## config.mk

```make
export PLATFORM = sky130hd
export DESIGN_NAME = dsa_ctrl
export DESIGN_NICKNAME = d
export VERILOG_FILES = /design/src/hw/rtl/dsa_pkg.sv /design/src/hw/rtl/dsa_ctrl.sv
export SDC_FILE = /design/constraint.sdc
export NUM_CORES = 1
export LEC_CHECK = 0
export ABC_AREA = 1
export ABC_CLOCK_PERIOD_IN_PS = 1500
export BUFFER_PORTS_ARGS = -buffer_cell sky130_fd_sc_hd__buf_2
export CORE_AREA = 2 2 39 41
export CTS_CLUSTER_SIZE = 40
export DETAILED_ROUTE_END_ITERATION = 7
export DIE_AREA = 0 0 41 43
export HOLD_SLACK_MARGIN = 0.06
export PLACE_DENSITY = 0.65
export SYNTH_ARGS = -nofsm -noshare
export SYNTH_HDL_FRONTEND = slang
export SYNTH_SLANG_ARGS = --single-unit
```

## constraint.sdc

```tcl
create_clock -name clk -period 1.5 [get_ports clk]
set_input_delay 0.075 -clock clk [delete_from_list [all_inputs] [get_ports clk]]
set_output_delay 0.075 -clock clk [all_outputs]
set_load 0.05 [all_outputs]
```

## src/hw/rtl/dsa_pkg.sv

```systemverilog
`timescale 1ns / 1ps

package dsa_pkg;

	localparam int SLOTS    = 1024;
	localparam int SLOT_W   = 10;
	localparam int CNT_W    = 11;
	localparam int KEY_W    = 64;
	localparam int STATUS_W = 3;

	// action codes
	localparam logic ACT_REGISTER = 1'b0;
	localparam logic ACT_RELEASE  = 1'b1;

	// result status codes
	localparam logic [STATUS_W-1:0] RS_NEW      = 3'd0;
	localparam logic [STATUS_W-1:0] RS_HELD     = 3'd1;
	localparam logic [STATUS_W-1:0] RS_FULL     = 3'd2;
	localparam logic [STATUS_W-1:0] RS_REJECT   = 3'd3;
	localparam logic [STATUS_W-1:0] RS_RELEASED = 3'd4;
	localparam logic [STATUS_W-1:0] RS_IGNORED  = 3'd5;

	typedef struct packed {
		logic              action;
		logic [KEY_W-1:0]  resource_key;
		logic [SLOT_W-1:0] release_slot;
	} dsa_request_t;

	typedef struct packed {
		logic [SLOT_W-1:0]   granted_slot;
		logic [STATUS_W-1:0] status;
	} dsa_result_t;

	typedef enum logic [1:0] {
		SEL_ZERO,
		SEL_HIT,
		SEL_POP,
		SEL_REL
	} dsa_slot_sel_t;

	// controller -> datapath
	typedef struct packed {
		logic                load;
		logic                clr;
		logic                scan_init;
		logic                scan;
		logic                pop_rd;
		logic                grant;
		logic                rel_rd;
		logic                release_op;
		logic                emit;
		logic [STATUS_W-1:0] status;
		dsa_slot_sel_t       slot_sel;
	} dsa_cmd_t;

	// datapath -> controller
	typedef struct packed {
		logic clr_last;
		logic enabled;
		logic is_release;
		logic key_null;
		logic slot_oob;
		logic hit;
		logic scan_end;
		logic full;
		logic rd_zero;
	} dsa_sts_t;

endpackage

```

## src/hw/rtl/dsa_ctrl.sv

```systemverilog
`timescale 1ns / 1ps

module dsa_ctrl import dsa_pkg::*; (
	input  logic     clk,
	input  logic     arst_n,
	input  logic     start,
	input  dsa_sts_t sts,
	output dsa_cmd_t cmd,
	output logic     busy
);

	typedef enum logic [2:0] {
		S_CLEAR,
		S_IDLE,
		S_DECIDE,
		S_SCAN,
		S_POP_RD,
		S_POP_WR,
		S_REL_RD,
		S_REL_CHK
	} state_t;

	state_t state_q;
	state_t state_d;
	logic   busy_q;

	always_comb begin
		state_d      = state_q;
		cmd          = '0;
		cmd.status   = RS_REJECT;
		cmd.slot_sel = SEL_ZERO;
		unique case (state_q)
			S_CLEAR: begin
				cmd.clr = 1'b1;
				if (sts.clr_last) begin
					state_d = S_IDLE;
				end
			end
			S_IDLE: begin
				if (start) begin
					cmd.load = 1'b1;
					state_d  = S_DECIDE;
				end
			end
			S_DECIDE: begin
				if (!sts.enabled) begin
					cmd.emit   = 1'b1;
					cmd.status = RS_REJECT;
					state_d    = S_IDLE;
				end else if (sts.is_release) begin
					if (sts.slot_oob) begin
						cmd.emit   = 1'b1;
						cmd.status = RS_IGNORED;
						state_d    = S_IDLE;
					end else begin
						state_d = S_REL_RD;
					end
				end else if (sts.key_null) begin
					cmd.emit   = 1'b1;
					cmd.status = RS_REJECT;
					state_d    = S_IDLE;
				end else begin
					cmd.scan_init = 1'b1;
					state_d       = S_SCAN;
				end
			end
			S_SCAN: begin
				if (sts.hit) begin
					cmd.emit     = 1'b1;
					cmd.status   = RS_HELD;
					cmd.slot_sel = SEL_HIT;
					state_d      = S_IDLE;
				end else if (sts.scan_end) begin
					if (sts.full) begin
						cmd.emit   = 1'b1;
						cmd.status = RS_FULL;
						state_d    = S_IDLE;
					end else begin
						state_d = S_POP_RD;
					end
				end else begin
					cmd.scan = 1'b1;
				end
			end
			S_POP_RD: begin
				cmd.pop_rd = 1'b1;
				state_d    = S_POP_WR;
			end
			S_POP_WR: begin
				cmd.grant    = 1'b1;
				cmd.emit     = 1'b1;
				cmd.status   = RS_NEW;
				cmd.slot_sel = SEL_POP;
				state_d      = S_IDLE;
			end
			S_REL_RD: begin
				cmd.rel_rd = 1'b1;
				state_d    = S_REL_CHK;
			end
			S_REL_CHK: begin
				cmd.emit = 1'b1;
				if (sts.rd_zero) begin
					cmd.status = RS_IGNORED;
				end else begin
					cmd.release_op = 1'b1;
					cmd.status     = RS_RELEASED;
					cmd.slot_sel   = SEL_REL;
				end
				state_d = S_IDLE;
			end
			default: begin
				state_d = S_IDLE;
			end
		endcase
	end

	always_ff @(posedge clk or negedge arst_n) begin
		if (!arst_n) begin
			state_q <= S_CLEAR;
			busy_q  <= 1'b1;
		end else begin
			state_q <= state_d;
			busy_q  <= (state_d != S_IDLE);
		end
	end

	assign busy = busy_q;

endmodule

```

* Word-level counts from Yosys, hierarchy flattened
Index checks and enable logic that the tools add are counted.
** Operators by class
- Reduce and logical (&&, ||, !) cells :: 2
- Div/mod/pow operators :: 0
- $lt $le $gt $ge :: 0
- Equal/unequal tests :: 8
- Muxes and demuxes :: 37
- Shifts and indexed selects :: 0
- Bitwise logic cells :: 0
- Add/sub/neg operators :: 0
- $mul :: 0
** Operators with widths (number)
- 4-bit 2-to-1 mux :: 7
- 3-bit 2-to-1 mux :: 8
- 3-bit case mux with 7 select lines :: 1
- 1-bit 2-to-1 mux :: 17
- 4-bit case mux with 4 select lines :: 1
- 3-bit equality test (second input constant) :: 4
- 3-bit by 2-bit equality test with 1-bit output (second input constant) :: 2
- 2-bit case mux with 3 select lines :: 1
- 2-bit 2-to-1 mux :: 2
- 3-bit by 1-bit equality test with 1-bit output (second input constant) :: 1
- 3-bit logical NOT :: 1
- 3-bit by 1-bit != test with 1-bit output (second input constant) :: 1
- 2-bit OR reduction :: 1
** Storage, ports and cells
- Register bits :: 4
- Output and inout bits :: 15
- Bits in read-only memories :: 0
- Bits of input ports :: 12
- Latch bits :: 0
- Word-level logic and storage cells :: 49
- Memory bits (writable) :: 0
- Memories :: 0

* Logic depth before layout (Yosys ltp)
Gate-level depths: netlist of run 1.
- Depth after elaboration :: 5
- Mapped depth :: 8
- Gate-level depth less buffers :: 8

* Worst setup path after synthesis of run 1
No wires, ideal clock.
- Kind :: flip-flop to flip-flop
- From :: register state_q[2]
- To :: register busy_q (netlist: busy)
- Arrival :: 1.565 ns
- Data required time :: 1.440 ns
- Stages on the path, launching flop included :: 8
- Setup slack :: -0.125 ns
- Cell sequence :: dfrtp_1 -> inv_2 -> nand3_2 -> nor2_1 -> nor2_1 -> nand2_1 -> nor2_2 -> nand2_1
** Between the ends
- Cells in the longest elaborated chain, start to end :: 4
** Ends and longest elaborated chain
- from (decl) :: RTL line dsa_ctrl.sv:23 : state_t state_q;
- from (signal assigned) :: RTL line dsa_ctrl.sv:122 : state_q <= state_d;
- 3-bit equality test or 3-bit 2-to-1 mux (tied branches) :: RTL line dsa_ctrl.sv:32, dsa_ctrl.sv:73
- 2-bit OR reduction (no line) or 3-bit 2-to-1 mux (tied branches)
- 3-bit case mux with 7 select lines * :: RTL line dsa_ctrl.sv:32 : unique case (state_q)
- 3-bit by 1-bit != test with 1-bit output * :: RTL line dsa_ctrl.sv:123 : busy_q <= (state_d != S_IDLE);
- to (signal assigned) :: RTL line dsa_ctrl.sv:123
- to (decl) :: RTL line dsa_ctrl.sv:25 : logic busy_q;
Mark *: on every way between the ends. The rest lies on a longest branch, timed or not.

==> results.py, run 1 <==
metrics = {
    "outcome": {
        "status": "finished, final reports clean",
    },
    "timing": {
        "setup_viol": 0,
        "hold_ws_ns": 0.163,
        "slew_viol_final": 0,
        "hold_viol": 0,
        "tightest_slew_ns": 0.234,
        "setup-tns-final_ns": 0,
        "relSlewSlack_pct": 84.3,
        "fmax_mhz": 697,
        "period_share_pct": 95.7,
        "final.setup_skew_ns": 0.00705,
        "finalCriticalPeriod_ns": 1.44,
    },
    "clock_tree": {
        "cts_tree": "built",
        "clk_latency_ns": 0.23,
        "numClockSinks": 4,
        "htreeDepth": 1,
        "cts.path.max_buffers": 2,
        "numCtsBuffers": 3,
        "cts.clk_slew.worst_paths_ns": 0.04,
        "root_buffer": "clkbuf_4",
    },
    "job": {
        "cap_violations": 0,
    },
    "power_and_ir_drop": {
        "powerDensity_nw_per_um2": 2070,
        "peakVddDrop_mv": 0.820,
        "p_clk_share_pct": 9.7,
        "power.switching_w": 0.000848,
        "combPwrFrac_pct": 72.3,
        "power.share.sequential_pct": 18.0,
        "power_w": 0.00144,
        "p_int_w": 0.000587,
        "sw_frac_of_total_pct": 59.1,
        "power.leakage_nw": 0.400,
    },
    "die": {
        "row_count": 14,
        "die-area_um2": 1760,
        "io_pins": 27,
        "coreArea_um2": 1380,
        "start_util_pct": 33.0,
        "die_w_um": 41,
        "dieHeight_um": 43,
    },
    "worst_setup_path": {
        "arrival_ns": 1.36,
        "required_ns": 1.42,
        "start_kind": "register",
        "worstSetupPathType": "reg2out",
        "cp_max_fo": 7,
        "end_kind": "output pin",
    },
    "final_layout": {
        "syn2layout_area_growth_pct": 52.1,
        "diodes": 0,
        "fin_nets": 117,
        "finalNonFillerCells": 120,
        "final_area_um2": 694,
        "nFillCells": 143,
        "layout-drive-gt1-share_pct": 51.9,
    },
    "yosys": {
        "synthesis.area_um2": 457,
        "yosys_warnings": 0,
        "synth_nets": 83,
        "yosysTopAreaCell": "dfrtp_1",
        "synth_cells": 71,
        "synth_top_area_share_pct": 16.4,
        "synth_area_per_cell_um2": 6.43,
        "ys_ff_latch": 4,
        "ys_seq_area_share_pct": 22.2,
        "synth.distinct_cells": 20,
        "synthTopCellsByArea": "dfrtp_1, nand2_1, nor2_1",
    },
    "global_route": {
        "grt_max_degree": 8,
        "antenna_found_initial": 0,
        "grt_pass1_wl_mm": 1.89,
        "grt_overflow": 0,
        "grt_pass1_vias": 495,
        "grt_usage_pct": 14.7,
    },
    "detailed_routing": {
        "routed_via_density": 4.60,
        "drtIter0Drc": 4,
        "antenna_left": 0,
        "drt-wirelength-per-cell_um": 9.39,
        "drc": 0,
        "route.vias.total": 552,
        "firstDrtPassIters": 4,
        "drt_wl_total_mm": 1.13,
    },
    "place": {
        "dpl-instance-area_um2": 612,
        "gp_congestion": 0.829,
        "dp.cells": 113,
        "io_buffers": 26,
        "hpwlAfterDp_um": 971,
    },
    "worst_hold_path": {
        "worstHoldPathType": "in2reg",
    },
}
[power by group through the flow]
stage | Combinational (W) | Sequential, W | Clock, W
after floorplan | 0.000803 | 0.000241 | 0
after global placement | 0.000964 | 0.000246 | 0
after detailed placement | 0.000962 | 0.000252 | 0
after CTS | 0.000977 | 0.000257 | 0.000145
after global routing | 0.00112 | 0.000265 | 0.000157
final | 0.00104 | 0.000258 | 0.000139
[worst max-delay path, cell delays in order, from the launching register on]
cell and delay [ns]:
dfrtp_2 0.47, buf_4 0.18, nor3_2 0.19, buf_2 0.29
[registers in the layout, indices dropped and copies added, names as in the netlist]
signal and count:
busy 1, state_q 3
[routing by layer]
metal	GRT usage, %	wire, um
met1	21.3	501
met2	23.4	593
met3	1.57	32
met4	2.00	0
met5	0	0
[final timing paths]
check | start | end | slack (ns) | cells after the start
min in group asynchronous | arst_n | state_q[1] | 0.18 | 2
hold reg to reg | state_q[2] | state_q[2] | 0.72 | 3
setup reg to reg | state_q[0] | state_q[1] | 0.26 | 7
setup / recovery | state_q[0] | cmd[7] | 0.06 | 3
max in group asynchronous | arst_n | busy | 1.12 | 2
hold / removal | sts[8] | state_q[0] | 0.16 | 5
[logic make-up (layout without fill, tap and decap cells)]
kind of cell / after synthesis / after routing / share of synthesized area (%)
AO/OA/AOI/OAI: 7 / 7 / 10.1
flip-flops: 4 / 4 / 22.2
AND/OR/NAND/NOR: 45 / 45 / 52.1
buffers and inverters: 15 / 48 / 15.6
[layout by cell type, fill, tap and decap left out]
| master | netlist | final |
|---|---|---|
| a21oi_1 | 2 | 2 |
| a21oi_2 | 1 | 1 |
| buf_2 | 0 | 19 |
| buf_4 | 0 | 6 |
| clkbuf_1 | 0 | 1 |
| clkbuf_4 | 0 | 8 |
| dfrtp_2 | 0 | 3 |
| dfstp_2 | 1 | 1 |
| dlygate4sd3_1 | 0 | 1 |
| inv_1 | 9 | 9 |
| inv_2 | 4 | 3 |
| inv_4 | 0 | 1 |
| nand2_1 | 16 | 15 |
| nand2_2 | 0 | 1 |
| nand2_4 | 2 | 2 |
| nand3_1 | 7 | 7 |
| nand3_2 | 2 | 2 |
| nand4_1 | 2 | 2 |
| nor2_1 | 10 | 9 |
| nor2_2 | 2 | 2 |
| nor2_4 | 1 | 2 |
| nor3_2 | 2 | 1 |
| nor3_4 | 0 | 1 |
| o211ai_1 | 2 | 2 |
| o21ai_2 | 0 | 1 |
| o31ai_1 | 1 | 1 |
| or2_1 | 1 | 1 |
[cell type report]
class	count	area [um2]	area share, %
clock buffers	4	26.3	3.78
inverters	13	51.3	7.39
multi-input cells	52	304	43.8
flip-flops and latches	4	105	15.1
well taps	16	20.0	2.88
repair buffers	31	188	27.0
[per-stage QoR]
step / worst slack [ns] / util [%]
detailed placement: 0.156 / 44.2
CTS: 0.00634 / 47.2
floorplan: -0.0231 / -
finish: 0.0646 / 50.2
global route: -0.000906 / 50.2
global placement: 0.163 / 44.2
[synth_stat cells]
cell type	instances
o211ai_1	2
o31ai_1	1
nand2_1	16
o21ai_1	1
nor2_4	1
inv_1	9
nor3_2	2
dfrtp_1	3
dfstp_2	1
nor2_2	2
nand2_4	2
nor2_1	10
inv_2	4
or2_1	1
nand3_2	2
nand3_1	7
nand4_1	2
a21oi_2	1
buf_6	2
a21oi_1	2
[repair_timing]
item,in CTS,in global routing
setup endpoints to repair,8,10
resized for setup,3,11
cloned,0,0
setup buffers,0,2
hold buffers,1,0
hold endpoints to repair,4,0
No activity file was read; power rests on OpenSTA's default activity.
==> run 2, diff against run 1 <==
--- a/config.mk
+++ b/config.mk
@@ -9,6 +9,7 @@
 export ABC_CLOCK_PERIOD_IN_PS = 1500
 export BUFFER_PORTS_ARGS = -buffer_cell sky130_fd_sc_hd__buf_2
 export CORE_AREA = 2 2 39 41
+export CTS_BUF_LIST = sky130_fd_sc_hd__clkbuf_16
 export CTS_CLUSTER_SIZE = 40
 export DETAILED_ROUTE_END_ITERATION = 7
 export DIE_AREA = 0 0 41 43
@@ -17,3 +18,4 @@
 export SYNTH_ARGS = -nofsm -noshare
 export SYNTH_HDL_FRONTEND = slang
 export SYNTH_SLANG_ARGS = --single-unit
+export TNS_END_PERCENT = 20
==> results.py, run 2 (synthesis results as in run 1) <==
metrics = {
    "outcome": {
        "status": "finished, final reports clean",
    },
    "clock_tree": {
        "htreeDepth": 1,
        "cts.clk_slew.worst_paths_ns": 0.03,
        "numClockSinks": 4,
        "root_buffer": "clkbuf_16",
        "cts.path.max_buffers": 2,
        "clk_latency_ns": 0.22,
        "cts_tree": "built",
        "numCtsBuffers": 3,
    },
    "timing": {
        "finalCriticalPeriod_ns": 1.49,
        "final.setup_skew_ns": 0.00250,
        "fmax_mhz": 672,
        "hold_ws_ns": 0.163,
        "setup_ws_ns": 0.0120,
        "setup_viol": 0,
        "rsz0062_at_grt": "yes",
        "period_share_pct": 99.2,
        "tightest_slew_ns": 0.235,
        "relSlewSlack_pct": 84.2,
        "slew_viol_final": 0,
        "hold_viol": 0,
    },
    "worst_setup_path": {
        "required_ns": 1.42,
        "crit_slowest_cell": "dfrtp_2",
        "cp_top_family": "flip-flops",
        "start_kind": "register",
        "cp_cell_sequence": "inv_4, or2_1, nor2_1, buf_2",
        "cp_max_fo": 4,
        "worstSetupPathType": "reg2out",
        "max_stage_delay_ns": 0.46,
        "arrival_ns": 1.41,
        "crit_buf_inv": 2,
        "end_kind": "output pin",
    },
    "place": {
        "gp_congestion": 0.849,
        "io_buffers": 26,
        "hpwlAfterDp_um": 992,
        "dpl-instance-area_um2": 608,
        "dpl_worst_slack_ns": 0.113,
    },
    "power_and_ir_drop": {
        "p_clk_share_pct": 24.9,
        "combPwrFrac_pct": 60.1,
        "powerDensity_nw_per_um2": 2330,
        "sw_frac_of_total_pct": 52.2,
        "power.share.sequential_pct": 15.0,
        "power.leakage_nw": 0.416,
        "power.switching_w": 0.000890,
        "peakVddDrop_mv": 1.11,
        "p_int_w": 0.000815,
    },
    "die": {
        "io_pins": 27,
        "dieHeight_um": 43,
        "die-area_um2": 1760,
        "die_w_um": 41,
        "start_util_pct": 33.0,
        "coreArea_um2": 1380,
        "row_count": 14,
    },
    "final_layout": {
        "final_cell_mix": "buf_2, nand2_1, inv_1, nor2_1, buf_4",
        "nFillCells": 135,
        "syn2layout_area_growth_pct": 60.0,
        "largest_register_ffs": 3,
        "fin_nets": 115,
        "final_area_um2": 731,
        "largest-register": "state_q",
        "layout_commonest_cell": "buf_2",
        "diodes": 0,
        "layout-drive-gt1-share_pct": 50.0,
    },
    "detailed_routing": {
        "route.vias.total": 576,
        "antenna_left": 0,
        "drt-wirelength-per-cell_um": 10.7,
        "drt_wl_total_mm": 1.26,
        "routed_via_density": 4.88,
        "drtIter0Drc": 14,
        "drc": 0,
        "firstDrtPassIters": 4,
    },
    "global_route": {
        "antenna_found_initial": 0,
        "grt_pass1_vias": 509,
        "grt_usage_pct": 16.7,
        "grt_pass1_wl_mm": 2.00,
        "grt_max_degree": 9,
        "grt_overflow": 0,
    },
    "worst_hold_path": {
        "worstHoldPathType": "in2reg",
    },
    "job": {
        "cap_violations": 0,
    },
}
-- run 2: final timing paths --
check	start	endpoint	slack, ns	cells after the start
worst max-delay path	state_q[2]	cmd[9]	0.01	4
worst min-delay path	sts[8]	state_q[0]	0.16	5
worst max register to register	state_q[0]	state_q[1]	0.28	7
worst min register to register	state_q[2]	state_q[0]	0.72	4
max in group asynchronous	arst_n	busy	1.12	2
min in group asynchronous	arst_n	state_q[2]	0.17	2
-- run 2: metal layers --
layer / part of all wire, % / up-vias / track usage [%]
met1: 39 / 264 / 22.0
met2: 54 / 22 / 25.0
li1: - / 290 / -
met3: 6.0 / 0 / 4.71
met4: 0 / 0 / 6.00
met5: 0 / - / 0
-- run 2: final cells by class --
cell class                 instances  area (um2)  share of cell area [%]
multi-input combinational         52         300                    41.1
timing repair buffer              29         175                    24.0
sequential                         4         105                    14.4
clock buffer                       3        75.1                    10.3
inverter                          13        51.3                    7.02
tap                               16        20.0                    2.74
clock inverter                     1        3.75                   0.514
-- run 2: tightest hold or removal path, cell delays in order --
cell     delay (ns)
buf_2          0.07
inv_1          0.03
nand2_1        0.06
nand2_1        0.07
inv_1          0.05
-- run 2: per-stage QoR --
step	util [%]	setup TNS (ns)	std cells	total power (W)
final	52.8	0	118	0.00171
after global routing	52.8	-0.0830	118	0.00180
after CTS	51.2	0	118	0.00168
after global placement	43.9	0	113	0.00121
after detailed placement	43.9	0	113	0.00121
after floorplan	-	-0.0483	71	0.00104
-- run 2: power by group through the flow --
stage               clock network (W)  registers, W  logic, W
finish                       0.000425      0.000256   0.00102
global route                 0.000447      0.000268   0.00109
CTS                          0.000427      0.000242   0.00101
detailed placement                  0      0.000239  0.000975
global placement                    0      0.000234  0.000975
floorplan                           0      0.000241  0.000801
-- run 2: what timing repair did --
action,4_1_cts,5_1_grt
gates cloned,0,0
pin swaps,0,0
hold buffers,1,0
setup endpoints to repair,5,9
gates resized for setup,5,11
hold endpoints to repair,4,0
setup buffers,0,0
==> run 3, diff against run 2 <==
--- a/config.mk
+++ b/config.mk
@@ -15,6 +15,8 @@
 export DIE_AREA = 0 0 41 43
 export HOLD_SLACK_MARGIN = 0.06
 export PLACE_DENSITY = 0.65
+export RECOVER_POWER = 100
+export SLEW_MARGIN = 15
 export SYNTH_ARGS = -nofsm -noshare
 export SYNTH_HDL_FRONTEND = slang
 export SYNTH_SLANG_ARGS = --single-unit
==> results.py, run 3 (synthesis results as in run 1) <==
metrics = {
    "outcome": {
        "status": "finished, final reports clean",
    },
    "global_route": {
        "antenna_found_initial": 0,
        "grt_max_degree": 9,
        "grt_overflow": 0,
        "grt_pass1_vias": 509,
        "grt_pass1_wl_mm": 2.00,
        "grt_usage_pct": 16.7,
    },
    "timing": {
        "slew_viol_final": 0,
        "rsz0062_at_grt": "yes",
        "final.setup_skew_ns": 0.00250,
        "relSlewSlack_pct": 84.2,
        "hold_viol": 0,
        "setup_ws_ns": 0.0119,
        "period_share_pct": 99.2,
        "fmax_mhz": 672,
        "tightest_slew_ns": 0.235,
        "finalCriticalPeriod_ns": 1.49,
        "setup_viol": 0,
    },
    "power_and_ir_drop": {
        "powerDensity_nw_per_um2": 2340,
        "combPwrFrac_pct": 60.1,
        "p_clk_share_pct": 24.9,
        "peakVddDrop_mv": 1.05,
        "power.leakage_nw": 0.414,
        "power.share.sequential_pct": 15.0,
        "power.switching_w": 0.000891,
        "p_int_w": 0.000814,
        "sw_frac_of_total_pct": 52.2,
    },
    "place": {
        "io_buffers": 26,
        "hpwlAfterDp_um": 992,
        "dpl_worst_slack_ns": 0.113,
        "gp_congestion": 0.849,
    },
    "die": {
        "coreArea_um2": 1380,
        "dieHeight_um": 43,
        "io_pins": 27,
        "die-area_um2": 1760,
        "die_w_um": 41,
        "start_util_pct": 33.0,
        "row_count": 14,
    },
    "clock_tree": {
        "htreeDepth": 1,
        "numCtsBuffers": 3,
        "cts.clk_slew.worst_paths_ns": 0.03,
        "root_buffer": "clkbuf_16",
        "numClockSinks": 4,
        "cts_setup_buffers": 0,
        "cts.path.max_buffers": 2,
        "clk_latency_ns": 0.22,
        "cts_tree": "built",
    },
    "detailed_routing": {
        "antenna_left": 0,
        "route.vias.total": 576,
        "firstDrtPassIters": 4,
        "routed_via_density": 4.88,
        "drt-wirelength-per-cell_um": 10.7,
        "drtIter0Drc": 14,
        "drt_wl_total_mm": 1.26,
        "drc": 0,
    },
    "worst_setup_path": {
        "end_kind": "output pin",
        "max_stage_delay_ns": 0.46,
        "worstSetupPathType": "reg2out",
        "required_ns": 1.42,
        "crit_buf_inv": 2,
        "crit_slowest_cell": "dfrtp_2",
        "start_kind": "register",
        "cp_max_fo": 4,
        "cp_top_family": "flip-flops",
        "arrival_ns": 1.41,
        "cp_cell_sequence": "inv_4, or2_1, nor2_1, buf_2",
    },
    "final_layout": {
        "largest_register_ffs": 3,
        "fin_nets": 115,
        "nFillCells": 136,
        "syn2layout_area_growth_pct": 59.7,
        "diodes": 0,
        "largest-register": "state_q",
        "layout_commonest_cell": "buf_2",
        "layout-drive-gt1-share_pct": 49.0,
        "fin_util_pct": 52.7,
        "final_cell_mix": "buf_2, nand2_1, inv_1, nor2_1, buf_4",
    },
    "job": {
        "cap_violations": 0,
    },
    "worst_hold_path": {
        "worstHoldPathType": "in2reg",
    },
}
==> run 3: power groups by stage <==
stage / logic [W] / clock network, W / registers [W]
2_1_floorplan: 0.000801 / 0 / 0.000241
3_3_place_gp: 0.000975 / 0 / 0.000234
3_5_place_dp: 0.000975 / 0 / 0.000239
4_1_cts: 0.00101 / 0.000427 / 0.000242
5_1_grt: 0.00109 / 0.000447 / 0.000268
6_report: 0.00102 / 0.000425 / 0.000256
==> run 3: what timing repair did <==
item | in CTS | in global routing
hold buffers | 1 | 0
endpoints found under the setup margin | 5 | 9
gates cloned | 0 | 0
resized for setup | 5 | 11
hold endpoints to repair | 4 | 0
==> run 3: layout make-up <==
| type | instances | area, um2 | area share (%) |
|---|---|---|---|
| clock inverter | 1 | 3.75 | 0.515 |
| clock buffer | 3 | 75.1 | 10.3 |
| tap | 16 | 20.0 | 2.74 |
| inverter | 13 | 51.3 | 7.03 |
| multi-input combinational | 52 | 300 | 41.2 |
| sequential | 4 | 105 | 14.4 |
| timing repair buffer | 29 | 174 | 23.8 |
==> run 3: through the flow <==
| stage | setup TNS [ns] | hold slack [ns] | cell area (um2) | total power (W) | instances |
|---|---|---|---|---|---|
| final | 0 | 0.163 | 729 | 0.00170 | 118 |
| after CTS | 0 | 0.163 | 708 | 0.00168 | 118 |
| after global routing | -0.0830 | 0.196 | 729 | 0.00180 | 118 |
| after detailed placement | 0 | -0.119 | 608 | 0.00121 | 113 |
| after global placement | 0 | -0.120 | 608 | 0.00121 | 113 |
| after floorplan | -0.0483 | -0.221 | 465 | 0.00104 | 71 |
==> run 3: final timing paths <==
path | startpoint | end | slack, ns | depth (start not counted)
max in group asynchronous | arst_n | busy | 1.06 | 2
worst min-delay path | sts[8] | state_q[0] | 0.16 | 5
worst max-delay path | state_q[2] | cmd[9] | 0.01 | 4
worst max register to register | state_q[0] | state_q[1] | 0.28 | 7
worst min register to register | state_q[2] | state_q[0] | 0.72 | 4
min in group asynchronous | arst_n | state_q[2] | 0.20 | 2
==> run 3: tightest hold or removal path, stage by stage <==
cell	delay, ns
buf_2	0.07
inv_1	0.03
nand2_1	0.06
nand2_1	0.07
inv_1	0.05
==> run 3: routing by layer <==
layer	global-route usage [%]	part of all wire, %
met5	0	0
met4	6.00	0
met3	4.71	6.0
met2	25.0	54
met1	22.0	39
